`src/rtl/mwh_pkg.sv`:
```
`timescale 1ns / 1ps

package mwh_pkg;

    // Mixing constant and shift amounts of the hash
    localparam logic [31:0] MURMUR_M    = 32'h5bd1e995;
    localparam int          MIX_SHIFT   = 24;
    localparam int          FIN_SHIFT_A = 13;
    localparam int          FIN_SHIFT_B = 15;

    // How the back end treats one item
    typedef enum logic [1:0] {
        KIND_FULL     = 2'd0,   // four bytes, full word mix
        KIND_TAIL_MUL = 2'd1,   // one to three tail bytes, then h*M
        KIND_TAIL_NOP = 2'd2    // no bytes, hash unchanged
    } t_kind;

    // Classified item, as queued between front and back
    typedef struct packed {
        logic [31:0] word;        // raw key word
        logic [23:0] tail;        // masked tail bytes, zero for a full word
        logic [63:0] start_hash;  // seed ^ length, used when start is set
        logic        start;       // first item of a key
        logic        last;        // final item of a key
        t_kind       kind;
    } t_item;

    // Back end sequencer states
    typedef enum logic [2:0] {
        ST_IDLE = 3'd0,   // take next item, k = word*M mixed
        ST_K3L  = 3'd1,   // low half of k*M
        ST_K3H  = 3'd2,   // high half of k*M
        ST_HL   = 3'd3,   // low half of h*M
        ST_HH   = 3'd4,   // high half of h*M, xor k
        ST_FL   = 3'd5,   // h ^= h>>13, low half of h*M
        ST_FH   = 3'd6    // high half of h*M, h ^= h>>15, to output
    } t_back_state;

endpackage

```
`src/rtl/murmur2_wide_hash_top.sv`:
```
`timescale 1ns / 1ps

// MurmurHash2 key hasher in 64-bit arithmetic.
// Input stream (s_axis): one little-endian key word per transfer. tdata holds
// key_word, byte_count and key_length; tlast marks the last item of a key.
// key_length is read only on the first item of a key (after reset or after
// a tlast transfer); the hash starts there as seed ^ length.
// Output stream (m_axis): one 64-bit hash per key, after its tlast item.
// Config channel: a transfer on i_cfg_valid writes the 64-bit seed; it is
// always ready; the user is to use it only between keys (not enforced here).
// Structure: items pass a small queue into a sequencer with one 32x32 constant
// multiplier that forms each 64-bit product as a low and a high half. A full
// word steps through IDLE, K3L, K3H, HL, HH, a 1-3 byte tail through IDLE, HL,
// HH, an empty item through IDLE only; a last item adds FL and FH, and FH loads
// the hash into the output register. A new item is taken only back in IDLE.
// A stalled m_axis holds the finished hash in the output register while the
// queue keeps taking items; the sequencer waits only when it has a second
// hash ready. Reset clears the seed to zero and starts a new key.
module murmur2_wide_hash_top
    import mwh_pkg::*;
#(
    parameter int QUEUE_DEPTH = 2
)
(
    input  logic        i_clk,
    input  logic        i_rst_n,
    // seed write channel
    input  logic        i_cfg_valid,
    output logic        o_cfg_ready,
    input  logic [63:0] i_cfg_data,
    // key items
    input  logic        s_axis_tvalid,
    output logic        s_axis_tready,
    input  logic [55:0] s_axis_tdata,  // key_word[31:0], byte_count[34:32],
                                       // key_length[50:35], zero[55:51]
    input  logic        s_axis_tlast,
    // hashes
    output logic        m_axis_tvalid,
    input  logic        m_axis_tready,
    output logic [63:0] m_axis_tdata   // hash_value[63:0]
);

    t_item w_push_item;
    t_item w_pop_item;
    logic  w_push;
    logic  w_full;
    logic  w_pop;
    logic  w_q_valid;

    assign o_cfg_ready = 1'b1;

    mwh_front u_front (
        .i_clk        (i_clk),
        .i_rst_n      (i_rst_n),
        .i_cfg_valid  (i_cfg_valid),
        .i_cfg_data   (i_cfg_data),
        .i_valid      (s_axis_tvalid),
        .i_key_word   (s_axis_tdata[31:0]),
        .i_byte_count (s_axis_tdata[34:32]),
        .i_last_item  (s_axis_tlast),
        .i_key_length (s_axis_tdata[50:35]),
        .i_queue_full (w_full),
        .o_ready      (s_axis_tready),
        .o_push       (w_push),
        .o_item       (w_push_item)
    );

    mwh_queue #(
        .DEPTH (QUEUE_DEPTH)
    ) u_queue (
        .i_clk   (i_clk),
        .i_rst_n (i_rst_n),
        .i_push  (w_push),
        .i_item  (w_push_item),
        .o_full  (w_full),
        .i_pop   (w_pop),
        .o_valid (w_q_valid),
        .o_item  (w_pop_item)
    );

    mwh_back u_back (
        .i_clk   (i_clk),
        .i_rst_n (i_rst_n),
        .i_valid (w_q_valid),
        .i_item  (w_pop_item),
        .o_pop   (w_pop),
        .o_valid (m_axis_tvalid),
        .o_hash  (m_axis_tdata),
        .i_ready (m_axis_tready)
    );

endmodule

```
`src/rtl/mwh_front.sv`:
```
`timescale 1ns / 1ps

module mwh_front
    import mwh_pkg::*;
(
    input  logic        i_clk,
    input  logic        i_rst_n,
    // seed register write
    input  logic        i_cfg_valid,
    input  logic [63:0] i_cfg_data,
    // raw input item
    input  logic        i_valid,
    input  logic [31:0] i_key_word,
    input  logic [2:0]  i_byte_count,
    input  logic        i_last_item,
    input  logic [15:0] i_key_length,
    input  logic        i_queue_full,
    output logic        o_ready,
    // classified item to queue
    output logic        o_push,
    output t_item       o_item
);

    logic [63:0] r_seed;
    logic        r_inside;
    logic        w_accept;

    assign o_ready  = !i_queue_full;
    assign w_accept = i_valid && o_ready;
    assign o_push   = w_accept;

    // Seed register
    always_ff @(posedge i_clk) begin
        if (!i_rst_n) begin
            r_seed <= '0;
        end else if (i_cfg_valid) begin
            r_seed <= i_cfg_data;
        end
    end

    // Key framing: the item after a last item starts a new key
    always_ff @(posedge i_clk) begin
        if (!i_rst_n) begin
            r_inside <= 1'b0;
        end else if (w_accept) begin
            r_inside <= !i_last_item;
        end
    end

    // Classify: counts of four and above are full words, bytes past the count drop
    always_comb begin
        o_item            = '0;
        o_item.word       = i_key_word;
        o_item.start_hash = r_seed ^ {48'b0, i_key_length};
        o_item.start      = !r_inside;
        o_item.last       = i_last_item;
        if (i_byte_count[2]) begin
            o_item.kind = KIND_FULL;
            o_item.tail = '0;
        end else if (i_byte_count == 3'd0) begin
            o_item.kind = KIND_TAIL_NOP;
            o_item.tail = '0;
        end else begin
            o_item.kind        = KIND_TAIL_MUL;
            o_item.tail[7:0]   = i_key_word[7:0];
            o_item.tail[15:8]  = (i_byte_count >= 3'd2) ? i_key_word[15:8] : 8'd0;
            o_item.tail[23:16] = (i_byte_count == 3'd3) ? i_key_word[23:16] : 8'd0;
        end
    end

endmodule

```
`src/rtl/mwh_queue.sv`:
```
`timescale 1ns / 1ps

module mwh_queue
    import mwh_pkg::*;
#(
    parameter int DEPTH = 2
)
(
    input  logic  i_clk,
    input  logic  i_rst_n,
    input  logic  i_push,
    input  t_item i_item,
    output logic  o_full,
    input  logic  i_pop,
    output logic  o_valid,
    output t_item o_item
);

    localparam int PW = (DEPTH > 1) ? $clog2(DEPTH) : 1;
    localparam int CW = $clog2(DEPTH + 1);

    t_item         r_mem [DEPTH];
    logic [PW-1:0] r_wr;
    logic [PW-1:0] r_rd;
    logic [CW-1:0] r_count;
    logic          w_do_pop;

    assign o_full   = (r_count == CW'(DEPTH));
    assign o_valid  = (r_count != '0);
    assign o_item   = r_mem[r_rd];
    assign w_do_pop = i_pop && o_valid;

    // Entry storage
    always_ff @(posedge i_clk) begin
        if (i_push) begin
            r_mem[r_wr] <= i_item;
        end
    end

    // Pointers and fill count
    always_ff @(posedge i_clk) begin
        if (!i_rst_n) begin
            r_wr    <= '0;
            r_rd    <= '0;
            r_count <= '0;
        end else begin
            if (i_push) begin
                r_wr <= (r_wr == PW'(DEPTH - 1)) ? '0 : r_wr + 1'b1;
            end
            if (w_do_pop) begin
                r_rd <= (r_rd == PW'(DEPTH - 1)) ? '0 : r_rd + 1'b1;
            end
            if (i_push && !w_do_pop) begin
                r_count <= r_count + 1'b1;
            end else if (!i_push && w_do_pop) begin
                r_count <= r_count - 1'b1;
            end
        end
    end

    a_count_range: assert property (@(posedge i_clk) disable iff (!i_rst_n)
        r_count <= CW'(DEPTH))
        else $error("queue fill count beyond depth");

    a_empty_after_pop: assert property (@(posedge i_clk) disable iff (!i_rst_n)
        (r_count == CW'(1) && w_do_pop && !i_push) |=> !o_valid)
        else $error("queue not empty after last entry popped");

endmodule

```
`src/rtl/mwh_back.sv`:
```
`timescale 1ns / 1ps

module mwh_back
    import mwh_pkg::*;
(
    input  logic        i_clk,
    input  logic        i_rst_n,
    // queue side
    input  logic        i_valid,
    input  t_item       i_item,
    output logic        o_pop,
    // result side
    output logic        o_valid,
    output logic [63:0] o_hash,
    input  logic        i_ready
);

    t_back_state r_state;
    t_back_state n_state;

    logic [63:0] r_h;
    logic [63:0] r_k;
    logic [63:0] r_p;
    logic        r_last;
    logic        r_out_valid;
    logic [63:0] r_out_data;

    logic [31:0] w_mul_a;
    logic [63:0] w_prod;
    logic [63:0] w_k1;
    logic [63:0] w_fin_t;
    logic [63:0] w_sum;
    logic [63:0] w_fin;
    logic        w_load_out;

    // One shared 32x32 constant multiplier, one partial product a cycle
    assign w_prod  = {32'b0, w_mul_a} * {32'b0, MURMUR_M};
    assign w_k1    = w_prod ^ (w_prod >> MIX_SHIFT);
    assign w_fin_t = r_h ^ (r_h >> FIN_SHIFT_A);
    // 64-bit product: low partial plus high partial shifted up by 32
    assign w_sum   = {r_p[63:32] + w_prod[31:0], r_p[31:0]};
    assign w_fin   = w_sum ^ (w_sum >> FIN_SHIFT_B);

    // Next state
    always_comb begin
        n_state = r_state;
        case (r_state)
            ST_IDLE: begin
                if (i_valid) begin
                    case (i_item.kind)
                        KIND_FULL:     n_state = ST_K3L;
                        KIND_TAIL_MUL: n_state = ST_HL;
                        default:       n_state = i_item.last ? ST_FL : ST_IDLE;
                    endcase
                end
            end
            ST_K3L:  n_state = ST_K3H;
            ST_K3H:  n_state = ST_HL;
            ST_HL:   n_state = ST_HH;
            ST_HH:   n_state = r_last ? ST_FL : ST_IDLE;
            ST_FL:   n_state = ST_FH;
            ST_FH:   n_state = w_load_out ? ST_IDLE : ST_FH;
            default: n_state = ST_IDLE;
        endcase
    end

    // Sequencer outputs: queue pop, multiplier operand, result load
    always_comb begin
        o_pop      = 1'b0;
        w_load_out = 1'b0;
        w_mul_a    = i_item.word;
        case (r_state)
            ST_IDLE: o_pop   = i_valid;
            ST_K3L:  w_mul_a = r_k[31:0];
            ST_K3H:  w_mul_a = r_k[63:32];
            ST_HL:   w_mul_a = r_h[31:0];
            ST_HH:   w_mul_a = r_h[63:32];
            ST_FL:   w_mul_a = w_fin_t[31:0];
            ST_FH: begin
                w_mul_a    = r_h[63:32];
                w_load_out = !r_out_valid || i_ready;
            end
            default: w_mul_a = i_item.word;
        endcase
    end

    // State register
    always_ff @(posedge i_clk) begin
        if (!i_rst_n) begin
            r_state <= ST_IDLE;
        end else begin
            r_state <= n_state;
        end
    end

    // Datapath
    always_ff @(posedge i_clk) begin
        case (r_state)
            ST_IDLE: begin
                if (i_valid) begin
                    r_h    <= (i_item.start ? i_item.start_hash : r_h)
                              ^ {40'b0, i_item.tail};
                    r_k    <= (i_item.kind == KIND_FULL) ? w_k1 : '0;
                    r_last <= i_item.last;
                end
            end
            ST_K3L: r_p <= w_prod;
            ST_K3H: r_k <= w_sum;
            ST_HL:  r_p <= w_prod;
            ST_HH:  r_h <= w_sum ^ r_k;
            ST_FL: begin
                r_h <= w_fin_t;
                r_p <= w_prod;
            end
            ST_FH: begin
                if (w_load_out) begin
                    r_out_data <= w_fin;
                end
            end
            default: r_p <= r_p;
        endcase
    end

    // Output register
    always_ff @(posedge i_clk) begin
        if (!i_rst_n) begin
            r_out_valid <= 1'b0;
        end else if (w_load_out) begin
            r_out_valid <= 1'b1;
        end else if (i_ready) begin
            r_out_valid <= 1'b0;
        end
    end

    assign o_valid = r_out_valid;
    assign o_hash  = r_out_data;

    a_fh_waits: assert property (@(posedge i_clk) disable iff (!i_rst_n)
        (r_state == ST_FH && r_out_valid && !i_ready) |=> r_state == ST_FH)
        else $error("finalize left while output slot busy");

    a_hash_halves: assert property (@(posedge i_clk) disable iff (!i_rst_n)
        (r_state == ST_HL) |=> (r_state == ST_HH))
        else $error("hash multiply high half skipped");

    a_pop_idle: assert property (@(posedge i_clk) disable iff (!i_rst_n)
        o_pop |-> (r_state == ST_IDLE && i_valid))
        else $error("queue popped while busy");

endmodule

```
`config.mk`:
```
export PLATFORM = sky130hd
export DESIGN_NAME = murmur2_wide_hash_top
export DESIGN_NICKNAME = d
export VERILOG_FILES = /design/src/rtl/mwh_pkg.sv /design/src/rtl/murmur2_wide_hash_top.sv /design/src/rtl/mwh_front.sv /design/src/rtl/mwh_queue.sv /design/src/rtl/mwh_back.sv
export SDC_FILE = /design/constraint.sdc
export NUM_CORES = 2
export LEC_CHECK = 0
export ABC_AREA = 1
export BUFFER_PORTS_ARGS = -buffer_cell sky130_fd_sc_hd__buf_2
export CAP_MARGIN = 0
export CORE_UTILIZATION = 51
export CTS_CLUSTER_DIAMETER = 60
export DETAILED_ROUTE_END_ITERATION = 16
export GPL_TIMING_DRIVEN = 1
export PLACE_DENSITY_LB_ADDON = 0.12
export SLEW_MARGIN = 0
export SYNTH_ARGS = -nofsm -noshare
export SYNTH_HDL_FRONTEND = slang
export SYNTH_SLANG_ARGS = --single-unit
```
`constraint.sdc`:
```
create_clock -name i_clk -period 12.2 [get_ports i_clk]
set_input_delay 0 -clock i_clk [delete_from_list [all_inputs] [get_ports i_clk]]
set_output_delay 0 -clock i_clk [all_outputs]
set_load 0.01 [all_outputs]
```
* Word-level counts from Yosys, hierarchy flattened
Memory sizes are Yosys's and may differ from the RTL's. A register that Yosys moved wholly into a read port is not among the register bits.
Index checks and enable logic that the tools add are counted.
** Storage, ports and cells
- Flip-flop bits (word level) :: 329
- Bits in writable memories :: 248
- Bits of input ports :: 126
- Output and inout port bits :: 67
- Word-level logic and storage cells :: 92
- Memories kept :: 1
** Operators by class
- Add/sub/neg operators :: 5
- $mul :: 1
- Magnitude comparators :: 1
- Eq/ne operators :: 10
- Mux-type cells :: 31
- Bitwise operators :: 6
- Reductions and logical operators :: 25
** Memory list
- u_queue.r_mem :: depth 2, width 124, rd ports 1, clocked after memory_dff 1, write ports 1, RTL line mwh_queue.sv:22 : t_item r_mem [DEPTH];
** Operators by type and width (number)
- 2-to-1 mux 64 bit :: 4
- one-hot mux 64 bit (3 select lines) :: 1
- one-hot mux 32 bit (5 select lines) :: 1
- one-hot mux 64 bit (2 select lines) :: 1
- bitwise XOR 64 x 16 -> 64 bit :: 1
- bitwise XOR 64 x 24 -> 64 bit :: 1
- bitwise XOR 64 x 49 -> 64 bit :: 1
- bitwise XOR 64 x 51 -> 64 bit :: 1
- bitwise XOR 64 bit :: 1
- multiplier 32 x 31 -> 63 bit (second input constant) :: 1
- bitwise XOR 63 x 39 -> 63 bit :: 1
- 2-to-1 mux 24 bit :: 2
- adder 31 x 32 -> 32 bit :: 1
- one-hot mux 3 bit (7 select lines) :: 1
- 2-to-1 mux 8 bit :: 2
- 2-to-1 mux 3 bit :: 4
- 2-to-1 mux 1 bit :: 10
- == test 3 x 2 -> 1 bit (second input constant) :: 3
- == test 3 bit (second input constant) :: 3
- 2-to-1 mux 2 bit :: 4
- AND reduction 2 bit :: 4
- nonzero test 2 bit :: 4
- zero test 1 bit :: 6
- zero test 3 bit :: 2
- other kinds (15) :: 19

* Longest topological paths before layout
- Depth after elaboration :: 8
- Gate-level depth with buffers :: 49
- Gate-level depth less buffers :: 47

* Hierarchy
From an unflattened synthesis, not the netlist that was laid out.
** Unflattened totals
- Cell total of the unflattened synthesis :: 5124
- Area, all modules :: 48954.5 sq um
** By module, submodules not included
- mwh_back :: instances 1, cells each 4263, area each 36030.8 sq um, seq. area each 7767.4 sq um
- mwh_queue :: instances 1, cells each 422, area each 9424.0 sq um, seq. area each 7547.2 sq um
- mwh_front :: instances 1, cells each 437, area each 3488.3 sq um, seq. area each 1301.2 sq um
- murmur2_wide_hash_top :: instances 1, cells each 2, area each 11.3 sq um, seq. area each 0.0 sq um

* Least setup slack after synthesis
OpenSTA, ideal clock, no wires.
- Kind :: register to register
- From :: register with a tool-made name
- To :: register u_back.r_out_data[48], in the netlist u_back.o_hash[48], data pin
- Library setup time :: 0.262 ns
- Data arrival time :: 8.959 ns
- Required time :: 11.938 ns
- Path slack :: 2.979 ns
- Cell stages (with the launch flop) :: 38
- Buffers on the path :: 5
- Clock period less this slack :: 9.221 ns
- Path through :: dfxtp_1 -> buf_2 -> clkbuf_1 -> buf_1 -> clkbuf_1 -> buf_1 -> nand2_1 -> a21oi_1 -> fa_1 -> ha_1 -> inv_1 -> fa_1 -> inv_1 -> fa_1 -> inv_1 -> fa_1 -> inv_1 -> fa_1 -> [2 not listed] -> fa_1 -> inv_1 -> ha_1 -> nand2_1 -> nor2_1 -> nand2_1 -> o21ai_0 -> xor2_1 -> ha_1 -> inv_1 -> nor3_1 -> nand2_1 -> nor2_1 -> a211oi_1 -> nand2_1 -> nand2_1 -> nand2_2 -> xor2_1
** RTL lines
- end signal, assigned :: RTL line mwh_back.sv:117 : r_out_data <= w_fin;
- end, declared :: RTL line mwh_back.sv:26 : logic [63:0] r_out_data;

* Worst setup path after layout
- From :: register u_back.r_state[2]
- To :: register u_back.r_h[63], data pin
** Between the ends
- Longest elaborated chain between the ends :: 7
- Elaborated cells between the ends (all ways) :: 13
- Those cells by class :: 1 x add/sub; 1 x mul; 6 x eq/ne; 2 x mux; 1 x bitwise; 2 x reduce/logical
** RTL lines
- start, declared :: RTL line mwh_back.sv:18 : t_back_state r_state;
- start signal, assigned :: RTL line mwh_back.sv:92 : r_state <= n_state;
- == test 3 bit :: RTL line mwh_back.sv:72 : case (r_state)
- OR reduction 2 bit (no line)
- one-hot mux 32 bit (5 select lines) * :: RTL line mwh_back.sv:72
- multiplier 32 x 31 -> 63 bit * :: RTL line mwh_back.sv:37 : assign w_prod = {32'b0, w_mul_a} * {32'b0, MURMUR_M};
- named net u_back.w_prod[30] :: RTL line mwh_back.sv:29 : logic [63:0] w_prod;
- adder 31 x 32 -> 32 bit * :: RTL line mwh_back.sv:41 : assign w_sum = {r_p[63:32] + w_prod[31:0], r_p[31:0]};
- bitwise XOR 64 bit * :: RTL line mwh_back.sv:110 : ST_HH: r_h <= w_sum ^ r_k;
- one-hot mux 64 bit (3 select lines) * :: RTL line mwh_back.sv:98 : case (r_state)
- end signal, assigned :: RTL line mwh_back.sv:101 : r_h <= (i_item.start ? i_item.start_hash : r_h)
- end signal, assigned :: RTL line mwh_back.sv:110
- end signal, assigned :: RTL line mwh_back.sv:112 : r_h <= w_fin_t;
- end, declared :: RTL line mwh_back.sv:21 : logic [63:0] r_h;
The timed path passes the listed nets; every way through them passes the cells marked *.
A chain may end at the register's enable or synchronous reset.

==> impl_results.md <==
* Ranking of synthesized cells by area: edfxtp_1 (33%), fa_1 (18%), ha_1 (12%)
* Element type at the critical path start: register
* Post-placement cell area at 49800 µm²
* Clk buf depth at 3
* Crit. End Element: register
* Pin count of the biggest net entering global routing at 99
* Final setup TNS at 0 ns
* Routed wire length at 169000 µm
* Initial antenna violation count at 4
* Vias in the first global route at 35082
* Critical Setup Path Class: register to register
* Worst hold slack at 0.0919 ns
* Worst-path clk slew at 0.07 ns
* Final Cycle Share at 87.7%
* Die area at 92000 µm²
* Total Nets Final at 6267
* Fin area at 53100 µm²
* CP dominant cell by count: inv_1
* Clk root buf: clkbuf_16
* CP arrival at 11.10 ns
* Grt total ovfl at 0
* Most used DFF post-synth: edfxtp_1
* #FFs+latches synth at 578
* Final Max Tran Viols at 0
* Die Y at 303 µm
* Post-route ant nets at 0
* Top-level I/O count at 193
* Post-synth EDFFs at 504
* Initial Util at 51.4%
* IO buf count at 186
* Final setup viols at 0
* Mapped Avg Cell Area at 9.58 µm²
* First-pass GRT wire length at 240000 µm
* Clock latency at the later pin of the worst-skew pair at 0.66 ns
* GRT Total Usage at 36.9%
* Max FO, Critical Path at 16
* Core Box Area at 90000 µm²
* Most numerous cell in the Yosys netlist: inv_1
* Post-DP HPWL at 136000 µm
* MaxCap Viol Count at 0
* Synth cell types at 59
* Wire length per cell at 25.9 µm
* Status: completed
* Via density at 5.63
* YS warnings at 0
* Synth cell count leaders: inv_1 (915), nand2_1 (863), edfxtp_1 (504)
* # rows at 110
* Ys async rst share at 0%
* Hold crit path type: input pin to register
* Synth Instances at 4831
* H-tree depth at 2
* Worst Tran Pin Value at 1.26 ns
* Layout cells sized above 1 at 10.7%
* Max Clk Rate at 93.4 MHz
* Clock Sink Count at 578
* Iter 0 DRT Violations at 4337
* Pre-Repair DR Iteration Count at 8
* Mapped Area at 46300 µm²
* Critical path's largest stage delay at 0.75 ns
* Syn-to-layout area delta at 14.7%
* DRC Markers at 0
* Worst Skew at 0.0398 ns
* Post-synth top area cell: edfxtp_1
* Hold Vio Cnt, Final at 0
* Placed cell count at 6276
* Worst rel slew slack at 15.7%
* Die W at 303 µm
* RSZ-0062 raised after global routing: false
* Crit path required time at 12.60 ns
* Routed vias at 36662
* Slowest CP cell: a2111oi_0
* Sequential fraction of the synthesis area at 35.9%
* Num CTS Buffers at 60
* Gpl congestion at 1.01
* Share of the synthesized area in the top cell type at 32.7%
* Final non-filler cell total at 6510
* CTS tree: built
* Post-synth net total at 5816
* Min cycle time layout at 10.70 ns
## worst max-delay path, delay by kind of cell (launching register included)
family / cells / cell delay, ns
AND/OR/NAND/NOR: 14 / 2.32
flip-flops: 1 / 0.58
buffers and inverters: 13 / 1.51
adder cells (fa/ha/maj): 10 / 4.60
XOR/XNOR: 1 / 0.15
AO/OA/AOI/OAI: 3 / 1.25
## metrics by stage
stage	util (%)	setup WS, ns
CTS	59.0	1.63
global placement	55.3	1.71
finish	59.0	1.50
global route	59.0	1.02
floorplan	-	2.98
detailed placement	55.3	1.67
## sequential cells by signal (all words and copies together) (netlist names), named ones only
name and flops:
u_back.o_hash 64, u_back.o_valid 1, u_back.r_h 64, u_back.r_k 64
u_back.r_last 1, u_back.r_p 63, u_back.r_state 3, u_front.r_inside 1
u_front.r_seed 64, u_queue.r_count 2, u_queue.r_mem 248, u_queue.r_rd 1
u_queue.r_wr 1
## what timing repair did
item | CTS | global route
endpoints found under the setup margin | 0 | 0
buffers inserted | 0 | 0
hold endpoints to repair | 226 | 0
resized for setup | 0 | 0
hold buffers | 120 | 0
## worst paths after layout
| check | startpoint | endpoint | slack, ns | cells past startpoint |
|---|---|---|---|---|
| setup reg to reg | u_back.r_state[2] | u_back.r_h[63] | 1.50 | 41 |
| hold reg to reg | u_front.r_seed[30] | u_queue.r_mem[1][34] | 0.45 | 0 |
| hold / removal | i_cfg_valid | u_front.r_seed[3] | 0.09 | 4 |
| setup / recovery | u_back.r_state[2] | u_back.r_h[63] | 1.50 | 41 |
## per-layer routing
layer  GRT usage (%)  routed length [µm]  vias to the layer above
li1                -                   -                    16578
met4            12.5                6620                        4
met5               0                  27                        -
met3            10.3               20300                      270
met1            54.3               73000                    17889
met2            52.0               68800                     1921
## area by class of cell
type                       instances  area (µm²)
antenna                            1        2.50
clock buffer                      78        1680
clock inverter                    35         390
fill                            7896       36900
inverter                         923        3470
multi-input combinational       3231       25900
sequential                       578       16600
tap                             1176        1470
timing repair buffer             488        3540
## cell families after synthesis
group,count (synthesis),share of synthesized area [%]
AOI/OAI and AO/OA,607,7.62
xor gates and xnor gates,171,3.49
adders and majority gates,859,30.1
buffers and inverters,1022,8.32
DFF,578,35.9
muxes,27,0.584
other,1,0.00810
and+or+nand+nor,1566,14.0
## placed cells by master, fill, tap and decap left out, types with 29 or more instances in the layout
cell type,synthesis,layout
a21oi_1,191,189
nor2_1,365,360
edfxtp_1,504,504
o21ai_0,221,221
a31oi_1,33,32
nand2_1,863,861
buf_4,3,179
clkbuf_16,0,64
nand3_1,213,213
nand2_2,27,29
xor2_1,114,114
xnor2_1,41,41
buf_2,4,186
fa_1,425,425
dlygate4sd3_1,0,120
inv_1,915,914
dfxtp_1,74,73
ha_1,434,434
Power is not shown: default switching activity piles up to over one toggle a cycle in this logic, so the estimate is an artifact.
